===== src/sv/b64dec_pkg.sv =====
`timescale 1ns / 1ps
// ----------------------------------------------------------------------------
// b64dec_pkg
// Shared types, constants and the alphabet lookup for the base64 decoder.
// ----------------------------------------------------------------------------
package b64dec_pkg;

	// The pad character that stops decoding for the rest of a message.
	localparam logic [7:0] PAD_CHAR = 8'h3D;

	// Default number of entries in the queue between front and back.
	localparam int QUEUE_DEPTH_DEF = 4;

	// One looked-up character: a valid flag and its 6-bit value.
	typedef struct packed {
		logic       valid;
		logic [5:0] value;
	} sextet_t;

	// One queue entry: up to three bytes, most significant first.
	// A byte count of zero stands for the empty end marker.
	typedef struct packed {
		logic [2:0][7:0] bytes;
		logic [1:0]      n_bytes;
		logic            msg_end;
	} group_t;

	// Map a character over the standard alphabet.
	function automatic sextet_t sextet_of(input logic [7:0] c);
		sextet_t s;
		s.valid = 1'b1;
		s.value = 6'd0;
		case (c) inside
			[8'h41:8'h5A]: s.value = 6'(c - 8'h41);
			[8'h61:8'h7A]: s.value = 6'(c - 8'h61 + 8'd26);
			[8'h30:8'h39]: s.value = 6'(c - 8'h30 + 8'd52);
			8'h2B:         s.value = 6'd62;
			8'h2F:         s.value = 6'd63;
			default:       s.valid = 1'b0;
		endcase
		return s;
	endfunction

endpackage


===== src/sv/b64dec_if.sv =====
`timescale 1ns / 1ps
// ----------------------------------------------------------------------------
// b64dec_if
// Valid/ready channels for input characters and decoded bytes.
// ----------------------------------------------------------------------------
interface b64dec_char_if;
	logic       valid;
	logic       ready;
	logic [7:0] char_code;
	logic       last_char;

	modport source (output valid, char_code, last_char, input ready);
	modport sink   (input valid, char_code, last_char, output ready);
endinterface

interface b64dec_byte_if;
	logic       valid;
	logic       ready;
	logic [7:0] data_byte;
	logic       has_data;
	logic       run_last;
	logic       message_end;

	modport source (output valid, data_byte, has_data, run_last, message_end, input ready);
	modport sink   (input valid, data_byte, has_data, run_last, message_end, output ready);
endinterface


===== src/sv/base64_stream_decoder_top.sv =====
`timescale 1ns / 1ps
// ----------------------------------------------------------------------------
// base64_stream_decoder_top
// Base64 decoder over a character stream, one result byte per transfer.
//
// Usage: characters enter on in_ch (char_code, last_char marks the final
// character of a message). Decoded bytes leave on out_ch with has_data,
// run_last and message_end. A message with no bytes left at its end gives
// one empty end marker (has_data low).
// Throughput: one character per cycle while the queue has room; the
// output sends one result per cycle while the receiver is ready, so a
// four-character group that yields three bytes uses three output
// transfers. The group queue (QUEUE_DEPTH entries) absorbs these
// bursts; when it is full, in_ch.ready drops.
// Each result is held in a queue entry, then in the output stage register.
// Reset clears the gather state, the queue and the output stage. When the
// receiver stalls, the current result holds and the queue fills, then the
// input stalls as well.
// ----------------------------------------------------------------------------
module base64_stream_decoder_top #(
	parameter int QUEUE_DEPTH = b64dec_pkg::QUEUE_DEPTH_DEF
) (
	input  logic          clk,
	input  logic          arst_n,
	b64dec_char_if.sink   in_ch,
	b64dec_byte_if.source out_ch
);
	import b64dec_pkg::*;

	logic   q_full;
	logic   q_not_empty;
	logic   push;
	logic   pop;
	group_t push_data;
	group_t q_head;

	// Front: classification and sextet gathering.
	b64dec_front u_front (
		.clk       (clk),
		.arst_n    (arst_n),
		.in_ch     (in_ch),
		.q_full    (q_full),
		.push      (push),
		.push_data (push_data)
	);

	// Queue of byte groups.
	b64dec_queue #(
		.DEPTH (QUEUE_DEPTH)
	) u_queue (
		.clk       (clk),
		.arst_n    (arst_n),
		.push      (push),
		.push_data (push_data),
		.pop       (pop),
		.full      (q_full),
		.not_empty (q_not_empty),
		.head      (q_head)
	);

	// Back: serializes each group onto the output channel.
	b64dec_back u_back (
		.clk         (clk),
		.arst_n      (arst_n),
		.q_not_empty (q_not_empty),
		.q_head      (q_head),
		.pop         (pop),
		.out_ch      (out_ch)
	);

endmodule


===== src/sv/b64dec_front.sv =====
`timescale 1ns / 1ps
// ----------------------------------------------------------------------------
// b64dec_front
// Accepts characters, gathers sextets and pushes byte groups to the queue.
// ----------------------------------------------------------------------------
module b64dec_front (
	input  logic                   clk,
	input  logic                   arst_n,
	b64dec_char_if.sink            in_ch,
	input  logic                   q_full,
	output logic                   push,
	output b64dec_pkg::group_t     push_data
);
	import b64dec_pkg::*;

	logic [17:0] buf_q;
	logic [1:0]  cnt_q;
	logic        pad_q;

	sextet_t     sx;
	logic        is_pad;
	logic        take;
	logic        full_grp;
	logic        xfer;
	logic [17:0] buf_nx;
	logic [1:0]  cnt_nx;
	logic [23:0] word;

	// A new character is taken whenever the queue has room.
	assign in_ch.ready = !q_full;
	assign xfer        = in_ch.valid && in_ch.ready;

	// Classify the character and work out the next gather state.
	always_comb begin
		sx       = sextet_of(in_ch.char_code);
		is_pad   = !pad_q && (in_ch.char_code == PAD_CHAR);
		take     = !pad_q && !is_pad && sx.valid;
		full_grp = take && (cnt_q == 2'd3);
		word     = {buf_q[17:0], sx.value};
		buf_nx   = buf_q;
		cnt_nx   = cnt_q;
		if (full_grp) begin
			buf_nx = '0;
			cnt_nx = 2'd0;
		end else if (take) begin
			buf_nx = {buf_q[11:0], sx.value};
			cnt_nx = cnt_q + 2'd1;
		end
	end

	// Build the group that this character causes, if any.
	always_comb begin
		push_data = '0;
		push      = 1'b0;
		if (full_grp) begin
			push_data.bytes   = word;
			push_data.n_bytes = 2'd3;
			push_data.msg_end = in_ch.last_char;
			push              = xfer;
		end else if (in_ch.last_char) begin
			push_data.msg_end = 1'b1;
			push              = xfer;
			case (cnt_nx)
				2'd2: begin
					push_data.bytes[2] = buf_nx[11:4];
					push_data.n_bytes  = 2'd1;
				end
				2'd3: begin
					push_data.bytes[2] = buf_nx[17:10];
					push_data.bytes[1] = buf_nx[9:2];
					push_data.n_bytes  = 2'd2;
				end
				default: push_data.n_bytes = 2'd0;
			endcase
		end
	end

	// Gather state; the end of a message clears it for the next one.
	always_ff @(posedge clk or negedge arst_n) begin
		if (!arst_n) begin
			buf_q <= '0;
			cnt_q <= 2'd0;
			pad_q <= 1'b0;
		end else if (xfer) begin
			if (in_ch.last_char) begin
				buf_q <= '0;
				cnt_q <= 2'd0;
				pad_q <= 1'b0;
			end else begin
				buf_q <= buf_nx;
				cnt_q <= cnt_nx;
				pad_q <= pad_q | is_pad;
			end
		end
	end

endmodule


===== src/sv/b64dec_queue.sv =====
`timescale 1ns / 1ps
// ----------------------------------------------------------------------------
// b64dec_queue
// Small register queue of byte groups between front and back.
// ----------------------------------------------------------------------------
module b64dec_queue #(
	parameter int DEPTH = b64dec_pkg::QUEUE_DEPTH_DEF
) (
	input  logic               clk,
	input  logic               arst_n,
	input  logic               push,
	input  b64dec_pkg::group_t push_data,
	input  logic               pop,
	output logic               full,
	output logic               not_empty,
	output b64dec_pkg::group_t head
);
	import b64dec_pkg::*;

	localparam int PTR_W = (DEPTH > 1) ? $clog2(DEPTH) : 1;
	localparam int CNT_W = $clog2(DEPTH + 1);

	group_t             mem_q [DEPTH];
	logic [PTR_W-1:0]   wr_ptr_q;
	logic [PTR_W-1:0]   rd_ptr_q;
	logic [CNT_W-1:0]   cnt_q;
	logic               do_push;
	logic               do_pop;

	assign full      = (cnt_q == CNT_W'(DEPTH));
	assign not_empty = (cnt_q != '0);
	assign head      = mem_q[rd_ptr_q];
	assign do_push   = push && !full;
	assign do_pop    = pop && not_empty;

	// Entry storage.
	always_ff @(posedge clk) begin
		if (do_push) begin
			mem_q[wr_ptr_q] <= push_data;
		end
	end

	// Pointers and fill count.
	always_ff @(posedge clk or negedge arst_n) begin
		if (!arst_n) begin
			wr_ptr_q <= '0;
			rd_ptr_q <= '0;
			cnt_q    <= '0;
		end else begin
			if (do_push) begin
				wr_ptr_q <= (wr_ptr_q == PTR_W'(DEPTH - 1)) ? '0 : wr_ptr_q + 1'b1;
			end
			if (do_pop) begin
				rd_ptr_q <= (rd_ptr_q == PTR_W'(DEPTH - 1)) ? '0 : rd_ptr_q + 1'b1;
			end
			if (do_push && !do_pop) begin
				cnt_q <= cnt_q + 1'b1;
			end else if (do_pop && !do_push) begin
				cnt_q <= cnt_q - 1'b1;
			end
		end
	end

endmodule


===== src/sv/b64dec_back.sv =====
`timescale 1ns / 1ps
// ----------------------------------------------------------------------------
// b64dec_back
// Takes byte groups from the queue and sends them one result per transfer.
// ----------------------------------------------------------------------------
module b64dec_back (
	input  logic               clk,
	input  logic               arst_n,
	input  logic               q_not_empty,
	input  b64dec_pkg::group_t q_head,
	output logic               pop,
	b64dec_byte_if.source      out_ch
);
	import b64dec_pkg::*;

	group_t     cur_q;
	logic       cur_valid_q;
	logic [1:0] idx_q;

	logic [1:0] last_idx;
	logic       at_last;
	logic       xfer;
	logic       load;

	// The empty marker counts as one result.
	assign last_idx = (cur_q.n_bytes == 2'd0) ? 2'd0 : cur_q.n_bytes - 2'd1;
	assign at_last  = (idx_q == last_idx);
	assign xfer     = out_ch.valid && out_ch.ready;
	assign load     = !cur_valid_q || (xfer && at_last);
	assign pop      = load && q_not_empty;

	// Result payload from the held group.
	always_comb begin
		out_ch.valid       = cur_valid_q;
		out_ch.has_data    = (cur_q.n_bytes != 2'd0);
		out_ch.run_last    = at_last;
		out_ch.message_end = at_last && cur_q.msg_end;
		case (idx_q)
			2'd0:    out_ch.data_byte = cur_q.bytes[2];
			2'd1:    out_ch.data_byte = cur_q.bytes[1];
			2'd2:    out_ch.data_byte = cur_q.bytes[0];
			default: out_ch.data_byte = 8'd0;
		endcase
		if (cur_q.n_bytes == 2'd0) begin
			out_ch.data_byte = 8'd0;
		end
	end

	// Group payload register.
	always_ff @(posedge clk) begin
		if (pop) begin
			cur_q <= q_head;
		end
	end

	// Result index and hold flag.
	always_ff @(posedge clk or negedge arst_n) begin
		if (!arst_n) begin
			cur_valid_q <= 1'b0;
			idx_q       <= 2'd0;
		end else if (load) begin
			cur_valid_q <= q_not_empty;
			idx_q       <= 2'd0;
		end else if (xfer) begin
			idx_q <= idx_q + 2'd1;
		end
	end

endmodule

===== src/flat_wrapper.sv =====
// flat-port wrapper written by rule: the top's interface ports become plain ports
module base64_stream_decoder_top_flat import b64dec_pkg::*;
#(
	parameter int QUEUE_DEPTH = b64dec_pkg::QUEUE_DEPTH_DEF
)
  (clk, arst_n, in_ch_valid, in_ch_char_code, in_ch_last_char, in_ch_ready, out_ch_valid, out_ch_data_byte, out_ch_has_data, out_ch_run_last, out_ch_message_end, out_ch_ready);
  b64dec_char_if in_ch_i ();
  b64dec_byte_if out_ch_i ();
  input  logic clk;
  input  logic arst_n;
  input wire logic [$bits(in_ch_i.valid)-1:0] in_ch_valid;
  input wire logic [$bits(in_ch_i.char_code)-1:0] in_ch_char_code;
  input wire logic [$bits(in_ch_i.last_char)-1:0] in_ch_last_char;
  output wire logic [$bits(in_ch_i.ready)-1:0] in_ch_ready;
  output wire logic [$bits(out_ch_i.valid)-1:0] out_ch_valid;
  output wire logic [$bits(out_ch_i.data_byte)-1:0] out_ch_data_byte;
  output wire logic [$bits(out_ch_i.has_data)-1:0] out_ch_has_data;
  output wire logic [$bits(out_ch_i.run_last)-1:0] out_ch_run_last;
  output wire logic [$bits(out_ch_i.message_end)-1:0] out_ch_message_end;
  input wire logic [$bits(out_ch_i.ready)-1:0] out_ch_ready;
  assign in_ch_i.valid = in_ch_valid;
  assign in_ch_i.char_code = in_ch_char_code;
  assign in_ch_i.last_char = in_ch_last_char;
  assign in_ch_ready = in_ch_i.ready;
  assign out_ch_valid = out_ch_i.valid;
  assign out_ch_data_byte = out_ch_i.data_byte;
  assign out_ch_has_data = out_ch_i.has_data;
  assign out_ch_run_last = out_ch_i.run_last;
  assign out_ch_message_end = out_ch_i.message_end;
  assign out_ch_i.ready = out_ch_ready;
  base64_stream_decoder_top #(.QUEUE_DEPTH(QUEUE_DEPTH)) u_core (.clk(clk), .arst_n(arst_n), .in_ch(in_ch_i), .out_ch(out_ch_i));
endmodule

===== config.mk =====
export PLATFORM = sky130hd
export DESIGN_NAME = base64_stream_decoder_top_flat
export DESIGN_NICKNAME = d
export VERILOG_FILES = /design/src/sv/b64dec_pkg.sv /design/src/sv/b64dec_if.sv /design/src/sv/base64_stream_decoder_top.sv /design/src/sv/b64dec_front.sv /design/src/sv/b64dec_queue.sv /design/src/sv/b64dec_back.sv /design/src/flat_wrapper.sv
export SDC_FILE = /design/constraint.sdc
export NUM_CORES = 1
export LEC_CHECK = 0
export ABC_CLOCK_PERIOD_IN_PS = 2800
export BUFFER_PORTS_ARGS = -buffer_cell sky130_fd_sc_hd__buf_2
export CAP_MARGIN = 20
export CORE_UTILIZATION = 56
export DETAILED_ROUTE_END_ITERATION = 8
export PLACE_DENSITY = 0.76
export SKIP_LAST_GASP = 1
export SYNTH_ARGS = -nofsm -noshare
export SYNTH_HDL_FRONTEND = slang
export SYNTH_SLANG_ARGS = --single-unit

===== constraint.sdc =====
create_clock -name clk -period 2.8 [get_ports clk]
set_clock_uncertainty 0.1 [all_clocks]
set_input_delay 0.56 -clock clk [delete_from_list [all_inputs] [get_ports clk]]
set_output_delay 0.56 -clock clk [all_outputs]
set_load 0.01 [all_outputs]

Word-level counts from Yosys, hierarchy flattened
Memory sizes are Yosys's and may differ from the RTL's. A register that Yosys moved wholly into a read port is not among the register bits.
Index checks and enable logic that the tools add are counted.
Widths: inputs -> output; s select.
{"block": "totals", "register_bits": 31, "latch_bits": 0, "ram_bits": 108, "rom_bits": 0, "output_inout_bits": 13, "word_cells": 110, "n_memories": 1}
{"block": "classes", "add_sub_neg": 12, "multipliers": 0, "n_div": 0, "order_cmp": 6, "eq_ne": 12, "n_shift": 0, "muxes": 38, "bitwise_logic": 1, "reduce_logical": 31}
{"name": "u_core.u_queue.mem_q", "depth": 4, "width": 27, "read_ports": 1, "rd_clocked_by_memory_dff": 1, "wr": 1, "line": "b64dec_queue.sv:23", "text": "group_t mem_q [DEPTH];"}
{"cell": "$mux 18", "count": 3}
{"cell": "$mux 16", "count": 2}
{"cell": "$mux 6", "count": 5}
{"cell": "$eq 8x6->1 const B", "count": 3}
{"cell": "$mux 8", "count": 3}
{"cell": "$pmux 8 s3", "count": 1}
{"cell": "$ge 8x7->1 const B", "count": 2}
{"cell": "$le 8x7->1 const B", "count": 2}
{"cell": "$logic_and 1x1->1", "count": 16}
{"cell": "$mux 2", "count": 8}
{"cell": "$pmux 8 s2", "count": 1}
{"cell": "$eq 2x2->1 const B", "count": 6}
{"cell": "$mux 3", "count": 4}
{"cell": "$sub 6x6->6 const B", "count": 2}
{"cell": "$mux 1", "count": 10}
{"cell": "$add 2x1->2 const B", "count": 4}
{"cell": "$ge 8x6->1 const B", "count": 1}
{"cell": "$le 8x6->1 const B", "count": 1}
{"cell": "$add 6x5->6 const B", "count": 1}
{"cell": "$add 6x6->6 const B", "count": 1}
{"cell": "$logic_not 1->1", "count": 6}
{"cell": "$reduce_bool 2->1", "count": 3}
{"cell": "$reduce_bool 3->1", "count": 2}
{"cell": "$sub 6x1->6 const B", "count": 1}
{"cell": "other kinds (11)", "count": 12}

Depth between registers and ports, before layout
{"block": "logic_depth", "depth_word": 14, "depth_mapped": 16}

Hierarchy
Synthesis repeated with hierarchy kept, for this count alone.
{"block": "hier_totals", "cells_unflattened": 532, "area_unflattened_um2": 7699.9}
{"mod": "b64dec_queue", "n_inst": 1, "cells_per_inst": 178, "area_each_um2": 4364.2}
{"mod": "b64dec_front", "n_inst": 1, "cells_per_inst": 279, "area_each_um2": 2130.8}
{"mod": "b64dec_back", "n_inst": 1, "cells_per_inst": 75, "area_each_um2": 1204.9}

Worst setup path after synthesis
No wires, ideal clock.
{"block": "synth_timing", "kind": "in2reg", "startpoint": "in in_ch_char_code[2]", "endpoint": "reg u_core.u_queue.cnt_q[2]", "t_arrival_ns": 3.482, "required_ns": 2.621, "setup_slack_ns": -0.861, "path_stages": 16, "path_cell_list": "clkbuf_1 inv_1 ha_1 a21o_1 a21oi_1 o211a_4 o31a_1 buf_4 nand2_4 a21oi_4 ha_1 inv_1 fa_1 xor2_1 nor2_1 xor2_1"}
{"block": "synth_between", "elab_chain_cells": 13, "word_cells_on_any_way": 29, "classes_between": "6 x order compare; 3 x eq/ne; 7 x mux; 13 x reduce/logical"}
{"item": "start, declared", "line": "flat_wrapper.sv:12", "text": "input wire logic [$bits(in_ch_i.char_code)-1:0] in_ch_char_code;"}
{"item": "parallel branches: the longest is 6 deep, another holds $ge 8x6->1"}
{"item": "$logic_and 1x1->1 (*)", "line": "b64dec_front.sv:37", "text": "take = !pad_q && !is_pad && sx.valid;"}
{"item": "$logic_and 1x1->1 (*)", "line": "b64dec_front.sv:38", "text": "full_grp = take && (cnt_q == 2'd3);"}
{"item": "$mux 1 (*)", "line": "b64dec_front.sv:55", "text": "if (full_grp) begin"}
{"item": "$logic_and 1x1->1 (*)", "line": "b64dec_queue.sv:33", "text": "assign do_push = push && !full;"}
{"item": "via u_core.u_queue.do_push", "line": "b64dec_queue.sv:27", "text": "logic do_push;"}
{"item": "$logic_not 1->1", "line": "b64dec_queue.sv:58", "text": "end else if (do_pop && !do_push) begin"}
{"item": "$logic_and 1x1->1", "line": "b64dec_queue.sv:58"}
{"item": "$reduce_bool 2->1 (no line)"}
{"item": "end signal, assigned", "line": "b64dec_queue.sv:57", "text": "cnt_q <= cnt_q + 1'b1;"}
{"item": "end signal, assigned", "line": "b64dec_queue.sv:59", "text": "cnt_q <= cnt_q - 1'b1;"}
{"item": "end, declared", "line": "b64dec_queue.sv:26", "text": "logic [CNT_W-1:0] cnt_q;"}
Mark *: on every way through the listed nets, which the timed path passes.
A chain may end at the register's enable or synchronous reset.

Worst setup path after layout
Ends and elaborated chain as after synthesis.

==> flow_metrics.tcl <==
set metrics [dict create \
    clock.fmax_ghz 0.363 \
    antenna_cells 0 \
    crit_type "in2reg" \
    peakVddDrop_mv 0.477 \
    synth_area_leaders "edfxtp_1 54%, dfrtp_1 10%, mux4_2 8.1%, ha_1 3.3%, a22o_1 2.3%" \
    arrival_ns 3.00 \
    ys_types 66 \
    setup_viol_count_final 0 \
    cap_violations 0 \
    antenna_found_initial 0 \
    crit_chain "buf_2 -> inv_6 -> ha_4 -> a21o_1 -> a21oi_2 -> o211a_4 -> o31a_1 -> nand2_8 -> a21oi_4 -> ha_4 -> inv_2 -> fa_2 -> xor2_1 -> nor2_1 -> xor2_1" \
    power_leakage_nw 3.39 \
    final_util 0.692 \
    firstDrtPassIters 5 \
    drtIter0Drc 557 \
    period_needed_ns 2.76 \
    netlist_instances 495 \
    gp_congestion 0.878 \
    hold_viol 0 \
    timing.final.ws_setup_ns 0.0417 \
    r2r_slack_ns 0.30 \
    multi_input_area_um2 2730 \
    io_pins 26 \
    die_x_um 118 \
    required_ns 3.04 \
    gr-total-overflow 0 \
    synth_top_cell_area_share 0.537 \
    h-tree-depth 4 \
    worstPathMaxFanout 6 \
    clockBufferDepth 2 \
    critical_path_buf_inv_count 3 \
    grt_pass1_vias 4850 \
    clkTransAtPathRegs_ns 0.06 \
    viasPerCell 6.19 \
    endpoint_kind "flip-flop" \
    io_buffers 25 \
    layout_commonest_cell "edfxtp_1" \
    fin_nets 618 \
    setup_tns_ns 0 \
    whs_ns 0.123 \
    clock-sinks 166 \
    yosysWarnings 0 \
    timing.rr.end "u_core.u_queue.cnt_q[1]" \
    initial_utilization 0.573 \
    ys_seq_elements 166 \
    drt-wirelength-per-cell_um 22.1 \
    pre_cts_ws_ns -0.476 \
    numCtsBuffers 17 \
    ff2ff_path_depth 11 \
    ant_nets 0 \
    vias 4785 \
    ys_seq_area_frac 0.639 \
    final-seq-area_um2 4830 \
    syn-num-nets 529 \
    dp_hpwl_um 10900 \
    synthFlopType "edfxtp_1" \
    powerDensity_nw_per_um2 924 \
    status "complete, no violations" \
    area_delta_synth_final_pct 20.9 \
    synth-async-reset-ratio 0.187 \
    crit_path_start_kind "input port" \
    period_share 0.985 \
    layout_common_cells "135 x edfxtp_1, 59 x buf_4, 35 x nand2_1" \
    grt_usage 0.260 \
    hold_path.class "in2async" \
    cpPeakStageDelay_ns 0.32 \
    grt_max_degree 32 \
    synth.largest_area_cell "edfxtp_1" \
    critPathTopFamily "compound AO/OA/AOI/OAI gates" \
    drive_gt1_frac 0.340 \
    drcViolationCount 0 \
    cts_tree "yes" \
    syn_area_per_cell_um2 15.3 \
    clockRootBuffer "clkbuf_16" \
    synth_edf_count 135 \
    rows 42 \
    die-area_um2 14000 \
    worst_pin_slew_ns 0.783 \
    dieHeight_um 118 \
    slew_headroom 0.478 \
    grt_pass1_wl_um 26900 \
    n_fill_cell 848 \
    r2r-start "u_core.u_back.cur_q[1]" \
    core_um2 13200 \
    syn-cell-area_um2 7550 \
    clk_latency_ns 0.42 \
    routed_wl_um 17100 \
    drv_slew 0 \
    cp_slowest_cell "fa_2" \
    rsz0062_at_grt "yes" \
]
-- sequential cells by signal, indices dropped and copies added, names as in the netlist, 2 cells and up --
| name | flops |
|---|---|
| u_core.u_queue.mem_q | 108 |
| u_core.u_back.cur_q | 27 |
| u_core.u_front.buf_q | 18 |
| u_core.u_queue.cnt_q | 3 |
| u_core.u_back.idx_q | 2 |
| u_core.u_front.cnt_q | 2 |
| u_core.u_queue.rd_ptr_q | 2 |
| u_core.u_queue.wr_ptr_q | 2 |
-- worst register-to-register path, delay by kind of cell, from the launching register on --
family	cells	cell delay, ns
fa+ha+maj	2	0.58
compound gates	3	0.50
buf+inv	2	0.13
flops	1	0.40
mux	1	0.27
simple gates	3	0.41
-- cell usage after synthesis, types with 8 or more instances --
| library cell | number |
|---|---|
| dfrtp_1 | 31 |
| a21oi_1 | 8 |
| nor2_1 | 24 |
| mux4_2 | 27 |
| nor2b_1 | 15 |
| o21ai_0 | 20 |
| mux2i_1 | 12 |
| and2_1 | 9 |
| inv_1 | 13 |
| a222oi_1 | 8 |
| ha_1 | 20 |
| nand2_1 | 35 |
| edfxtp_1 | 135 |
| clkbuf_1 | 9 |
| nand3_1 | 8 |
| a22o_1 | 20 |
-- power breakdown --
part           switching (W)  internal, W  total [W]
Combinational        0.00141      0.00115    0.00257
Clock               0.000982      0.00134    0.00232
Sequential          0.000266      0.00329    0.00355
Total                0.00266      0.00578    0.00844
-- final cells by class --
| type | count | area share |
|---|---|---|
| clock buffers | 18 | 0.0470 |
| clock inverters | 14 | 0.0181 |
| inverters | 14 | 0.00671 |
| multi-input cells | 294 | 0.299 |
| flip-flops and latches | 166 | 0.529 |
| well taps | 176 | 0.0241 |
| repair buffers | 91 | 0.0763 |
-- worst max path at each step --
stage,slack [ns],startpoint,cells after the start,endpoint
floorplan,-0.36,in_ch_char_code[1],15,u_core.u_queue.cnt_q[2]
global placement,-0.37,in_ch_char_code[1],11,u_core.u_queue.mem_q[0][25]
detailed placement,-0.48,in_ch_char_code[1],11,u_core.u_queue.mem_q[3][18]
CTS,0.01,in_ch_char_code[1],15,u_core.u_queue.cnt_q[2]
global route,-0.12,in_ch_char_code[2],15,u_core.u_queue.cnt_q[2]
finish,0.04,in_ch_char_code[2],15,u_core.u_queue.cnt_q[2]
-- what timing repair did --
| item | in CTS | in global routing |
|---|---|---|
| pin swaps | 1 | 13 |
| gates resized for setup | 1 | 18 |
| gates cloned | 0 | 1 |
| setup endpoints to repair | 23 | 72 |
| buffers inserted | 0 | 8 |
| hold buffers | 0 | 0 |
-- logic make-up (layout without fill, tap and decap cells) --
| group | Yosys count | in the layout | synth area share |
|---|---|---|---|
| compound gates | 101 | 101 | 0.106 |
| xor+xnor | 5 | 5 | 0.00580 |
| fa+ha+maj | 21 | 21 | 0.0358 |
| mux | 46 | 47 | 0.108 |
| flops | 166 | 166 | 0.639 |
| buf+inv | 36 | 137 | 0.0210 |
| simple gates | 120 | 120 | 0.0838 |
-- metrics by stage --
stage / total power, W / std cells / instance area (um2)
after global placement: 0.00593 / 732 / 8370
after floorplan: 0.00518 / 495 / 7660
after global routing: 0.00883 / 773 / 9130
final: 0.00844 / 773 / 9130
after CTS: 0.00838 / 764 / 8970
after detailed placement: 0.00603 / 732 / 8370
-- metal layers --
layer  vias up  GRT usage  share of wire  wire [um]
li1       2126          -              -          -
met1      2441      0.342           0.42       7080
met2       192      0.440           0.51       8690
met3        26     0.0545          0.056        961
met4         0     0.0729          0.019        320
met5         -          0              0          0
Power figures use the tool's default switching activity.
